--- config.mk ---
export PLATFORM = sky130hd
export DESIGN_NAME = tgcb_coord_map
export DESIGN_NICKNAME = d
export VERILOG_FILES = /design/src/rtl/core/tgcb_pkg.sv /design/src/rtl/core/tgcb_coord_map.sv
export SDC_FILE = /design/constraint.sdc
export NUM_CORES = 2
export LEC_CHECK = 0
export BUFFER_PORTS_ARGS = -buffer_cell sky130_fd_sc_hd__buf_4
export CAP_MARGIN = 15
export CORE_ASPECT_RATIO = 0.6
export CORE_MARGIN = 2
export CORE_UTILIZATION = 45
export DETAILED_ROUTE_END_ITERATION = 10
export GPL_ROUTABILITY_DRIVEN = 0
export GPL_TIMING_DRIVEN = 1
export PLACE_DENSITY = 0.68
export SETUP_SLACK_MARGIN = 0.02
export SLEW_MARGIN = 0
export SYNTH_ARGS = -nofsm -noshare
export SYNTH_HDL_FRONTEND = slang
export SYNTH_SLANG_ARGS = --single-unit
--- constraint.sdc ---
create_clock -name clk -period 23 [get_ports clk]
set_clock_uncertainty 0.1 [all_clocks]
set_input_delay 1.15 -clock clk [delete_from_list [all_inputs] [get_ports clk]]
set_output_delay 1.15 -clock clk [all_outputs]
set_load 0.1 [all_outputs]
--- src/rtl/core/tgcb_pkg.sv ---
// ----------------------------------------------------------------------------
// tgcb_pkg
// Shared widths, register codes and types for the triangle grid cell binning
// block.
// ----------------------------------------------------------------------------
package tgcb_pkg;

    localparam int COUNT_BITS = 10;
    localparam int COORD_BITS = 32;

    localparam int CFG_DATA_W = 32;
    localparam int CFG_IDX_W  = 3;
    localparam int INV_W      = 32;
    localparam int FRAC_SHIFT = 32;
    localparam int CELL_W     = 10;
    localparam int INDEX_W    = 30;
    localparam int GRID_W     = 3 * COUNT_BITS;
    localparam int DIFF_W     = COORD_BITS + 1;
    localparam int PROD_W     = COORD_BITS + INV_W;
    localparam int PIPE_DEPTH = 6;

    localparam logic [INV_W-1:0]  INV_RESET  = INV_W'(65536);
    localparam logic [GRID_W-1:0] GRID_RESET = GRID_W'(1)
                                             | (GRID_W'(1) << COUNT_BITS)
                                             | (GRID_W'(1) << (2 * COUNT_BITS));

    typedef enum logic [CFG_IDX_W-1:0] {
        REG_ORIGIN_X   = 3'd0,
        REG_ORIGIN_Y   = 3'd1,
        REG_ORIGIN_Z   = 3'd2,
        REG_INV_CELL_X = 3'd3,
        REG_INV_CELL_Y = 3'd4,
        REG_INV_CELL_Z = 3'd5,
        REG_GRID_COUNT = 3'd6
    } cfg_reg_t;

    typedef struct packed {
        logic                  fit;
        logic [COUNT_BITS-1:0] cell_idx;
    } cell_map_t;

endpackage

--- src/rtl/core/tgcb_coord_map.sv ---
// ----------------------------------------------------------------------------
// tgcb_coord_map
// One coordinate lane: offset from the grid origin, then scale by the inverse
// cell width and keep the integer part as the cell index. Two register stages.
// ----------------------------------------------------------------------------
module tgcb_coord_map (
    input  logic                                clk,
    input  logic [tgcb_pkg::COORD_BITS-1:0]     coord,
    input  logic [tgcb_pkg::COORD_BITS-1:0]     origin,
    input  logic [tgcb_pkg::INV_W-1:0]          inv,
    output tgcb_pkg::cell_map_t                 map
);
    import tgcb_pkg::*;

    logic [DIFF_W-1:0]     diff;
    logic                  neg_reg;
    logic [COORD_BITS-1:0] mag_reg;
    logic [PROD_W-1:0]     prod;
    cell_map_t             map_reg;
    cell_map_t             map_next;

    assign diff = {coord[COORD_BITS-1], coord} - {origin[COORD_BITS-1], origin};

    always_ff @(posedge clk)
    begin
        neg_reg <= diff[DIFF_W-1];
        mag_reg <= diff[COORD_BITS-1:0];
    end

    assign prod = PROD_W'(mag_reg) * PROD_W'(inv);

    always_comb
    begin
        map_next.fit      = !neg_reg && (prod[PROD_W-1:FRAC_SHIFT+COUNT_BITS] == '0);
        map_next.cell_idx = prod[FRAC_SHIFT +: COUNT_BITS];
    end

    always_ff @(posedge clk)
    begin
        map_reg <= map_next;
    end

    assign map = map_reg;

endmodule

# After elaboration in Yosys (flattened, before gate mapping)
# Index checks and enable logic that the tools add are counted.
# totals
regBits	44
input_bits	97
out_inout_bits	11
word_cells	9
# classes
n_addsub	1
n_mul	1
n_reduce_logical	3
# ops
operator	count
$mul A32 B32 Y64	1
$sub A32 B32 Y33	1
$logic_not A22 Y1	1
$logic_and A1 B1 Y1	1
$logic_not A1 Y1	1

# Depth between registers and ports, before layout
# logic_depth
ltp_word	3
ltp_mapped	30

# Least setup slack after synthesis
# OpenSTA, ideal clock, no wires.
# synth_timing
path_kind	input to register
startpoint	in inv[2] in the netlist's numbering
endpoint	reg map_reg (netlist bit map[10])
setup_time_ps	87
t_arrival_ps	8178
setup_slack_ps	14635
cell_stages	28
path_buffers	2
path_cell_list	clkbuf_1 -> and2_1 -> fa_1 -> inv_1 -> fa_1 -> fa_1 -> fa_1 -> inv_1 -> fa_1 -> inv_1 -> fa_1 -> inv_1 -> fa_1 -> inv_1 -> fa_1 -> inv_1 -> ha_1 -> buf_2 -> nor3_1 -> o31ai_4 -> o211ai_1 -> o311ai_4 -> o221a_2 -> a2111oi_4 -> o221ai_2 -> nor4_1 -> o2111ai_1 -> nor4b_2
# synth_lines
element	line_no	source
from (decl)	tgcb_coord_map.sv:10	input logic [tgcb_pkg::INV_W-1:0] inv,
to (signal assigned)	tgcb_coord_map.sv:40	map_reg <= map_next;
to (decl)	tgcb_coord_map.sv:19	cell_map_t map_reg;

==> results.sh <==
export IMPL_hold_buffers=0
export IMPL_status="finished clean"
export IMPL_antenna_found_initial=0
export IMPL_netlist_area_um2=36200
export IMPL_remaining_drc_errors=0
export IMPL_rsz0062_at_grt="no"
export IMPL_hp_class="reg2reg"
export IMPL_startpoint_type="input pin"
export IMPL_grt_max_degree=33
export IMPL_synth_avg_cell_area_um2=9.01
export IMPL_cts_resized=0
export IMPL_yosysSeqAreaShare_pct=2.44
export IMPL_fill_cells=7535
export IMPL_die_area_um2=82700
export IMPL_wirelength_um=110000
export IMPL_slew_viol_final=0
export IMPL_slew_headroom_pct=20.1
export IMPL_cts_root_buffer="clkbuf_16"
export IMPL_drive_gt1_share_pct=4.79
export IMPL_path_clk_slew_ns=0.05
export IMPL_ys_seq_elements=44
export IMPL_yosysWarnings=0
export IMPL_vias=27100
export IMPL_cts_buffers_inserted=5
export IMPL_synthCells=4014
export IMPL_track_usage_pct=27.8
export IMPL_h_tree_depth=2
export IMPL_via_per_inst=5.40
export IMPL_synth_fp_nets=5299
export IMPL_critPathKind="in2reg"
export IMPL_use_met3_pct=14.1
export IMPL_cts_setup_buffers=0
export IMPL_largest_reg_flops=32
export IMPL_end_kind="flip-flop"
export IMPL_period_share_pct=41.1
export IMPL_yosysTopAreaCell="fa_1"
export IMPL_timing_fmax_mhz=106
export IMPL_cts_num_sinks=44
export IMPL_arrival_ns=9.54
export IMPL_synth_edff_count=0
export IMPL_wl_per_cell_um=21.9
export IMPL_top_usage_layer="met1"
export IMPL_synth_most_common_cell="inv_1"
export IMPL_synth_ff_type="dfxtp_1"
export IMPL_ys_top_cells_by_area="fa_1 50%, and2_1 12%, ha_1 10%, inv_1 9.7%, nand2_1 4.4%"
export IMPL_core_area_um2=79600
export IMPL_grt_pass1_vias=28300
export IMPL_initialDrtViolationCount=2940
export IMPL_gr_usage_met1_pct=44.2
export IMPL_die_w_um=370
export IMPL_hold_viol_final=0
export IMPL_met2_usage_pct=32.9
export IMPL_io_pins=108
export IMPL_initial_core_util_pct=45.5
export IMPL_finalSetupTns_ns=0
export IMPL_multi_input_area_um2=30900
export IMPL_grt_pass1_wl_um=173000
export IMPL_die_h_um=224
export IMPL_cap_violations=0
export IMPL_regArea_um2=893
export IMPL_synth_common_cells="931 x inv_1, 896 x fa_1, 678 x and2_1"
export IMPL_clk_latency_ns=0.28
export IMPL_tightest_slew_ns=1.20
export IMPL_dr_pass1_iters=6
export IMPL_tritoncts="yes"
export IMPL_rows=80
export IMPL_timing_critical_path_fanout_max=32
export IMPL_min_period_ns=9.45
export IMPL_portBuffers=107
export IMPL_cts_max_path_buffers=2
export IMPL_hpwl_um=84800
export IMPL_ant_nets=0
export IMPL_async_reset_ff_share_pct=0
export IMPL_synth_top_area_share_pct=49.6
export IMPL_final_net_count=5229
export IMPL_areaGrowthSynthToFinish_pct=4.59
export IMPL_synthDistinctLibCells=84
export IMPL_grt_ovfl_total=0
export IMPL_finalSetupViolations=0
export IMPL_crit_required_ns=23.09
metal layers:
metal  up-vias  wire length, µm
li1      11700                -
met1     13500            51000
met2      1722            37300
met3       104            19900
met4         2             1510
met5         -               64
worst max-delay path: stages:
cell and delay (ns):
buf_4 0.33, nand2_1 0.14, fa_1 0.56, inv_1 0.05, fa_1 0.47, inv_1 0.05
fa_1 0.50, fa_1 0.56, inv_1 0.06, fa_1 0.52, fa_1 0.51, fa_1 0.62
inv_1 0.09, fa_1 0.49, inv_1 0.05, ha_1 0.38, and4_2 0.27, a221oi_1 0.82
nand4_1 0.22, o221a_2 0.34, a2111oi_4 0.37, o221ai_2 0.14, nor4_1 0.36, o2111ai_1 0.19
nor4b_2 0.27
cell usage in the layout (no fill, tap or decap), types with 28 or more instances in the layout:
master   count
a21oi_1     98
and2_1     678
buf_4      137
dfxtp_1     34
fa_1       896
ha_1       292
inv_1      931
nand2_1    422
nand3_1     29
nor2_1      35
nor3_1      28
o21ai_0     58
xnor2_1     32
stage by stage:
step / utilization [%] / hold WS, ns / setup WS, ns / cells / instance area, µm²
final: 47.5 / 1.02 / 13.55 / 5011 / 37800
after global routing: 47.5 / 1.06 / 13.32 / 5010 / 37800
after CTS: 47.5 / 1.01 / 13.67 / 5010 / 37800
after detailed placement: 47.4 / 1.00 / 13.43 / 5003 / 37700
after global placement: 47.4 / 0.955 / 13.59 / 5003 / 37700
after floorplan: - / 0.813 / 14.63 / 4014 / 36200
path summary, 6_finish.rpt:
kind | start | to | slack [ns] | cells past startpoint
worst max-delay path | inv[2] | map[10] | 13.55 | 25
worst min-delay path | neg_reg | map[10] | 1.02 | 9
worst max register to register | mag_reg[9] | map[10] | 13.63 | 23
worst min register to register | neg_reg | map[10] | 1.02 | 9
final cells by class:
cell class	count	share of cell area [%]
multi-input cells	2825	81.8
inverters	931	9.24
well taps	1066	3.53
repair buffers	137	2.72
flip-flops and latches	44	2.36
clock buffers	6	0.341
clock inverters	1	0.0132
diodes	1	0.00661
kinds of logic after synthesis:
family	after synthesis	share of synthesized area, %
flops	44	2.44
xor+xnor	43	1.04
compound gates	295	5.43
buf+inv	1145	12.0
mux	3	0.0830
fa+ha+maj	1188	59.7
simple gates	1296	19.3
Power is not shown: default switching activity piles up to over one toggle a cycle in this logic, so the estimate is an artifact.
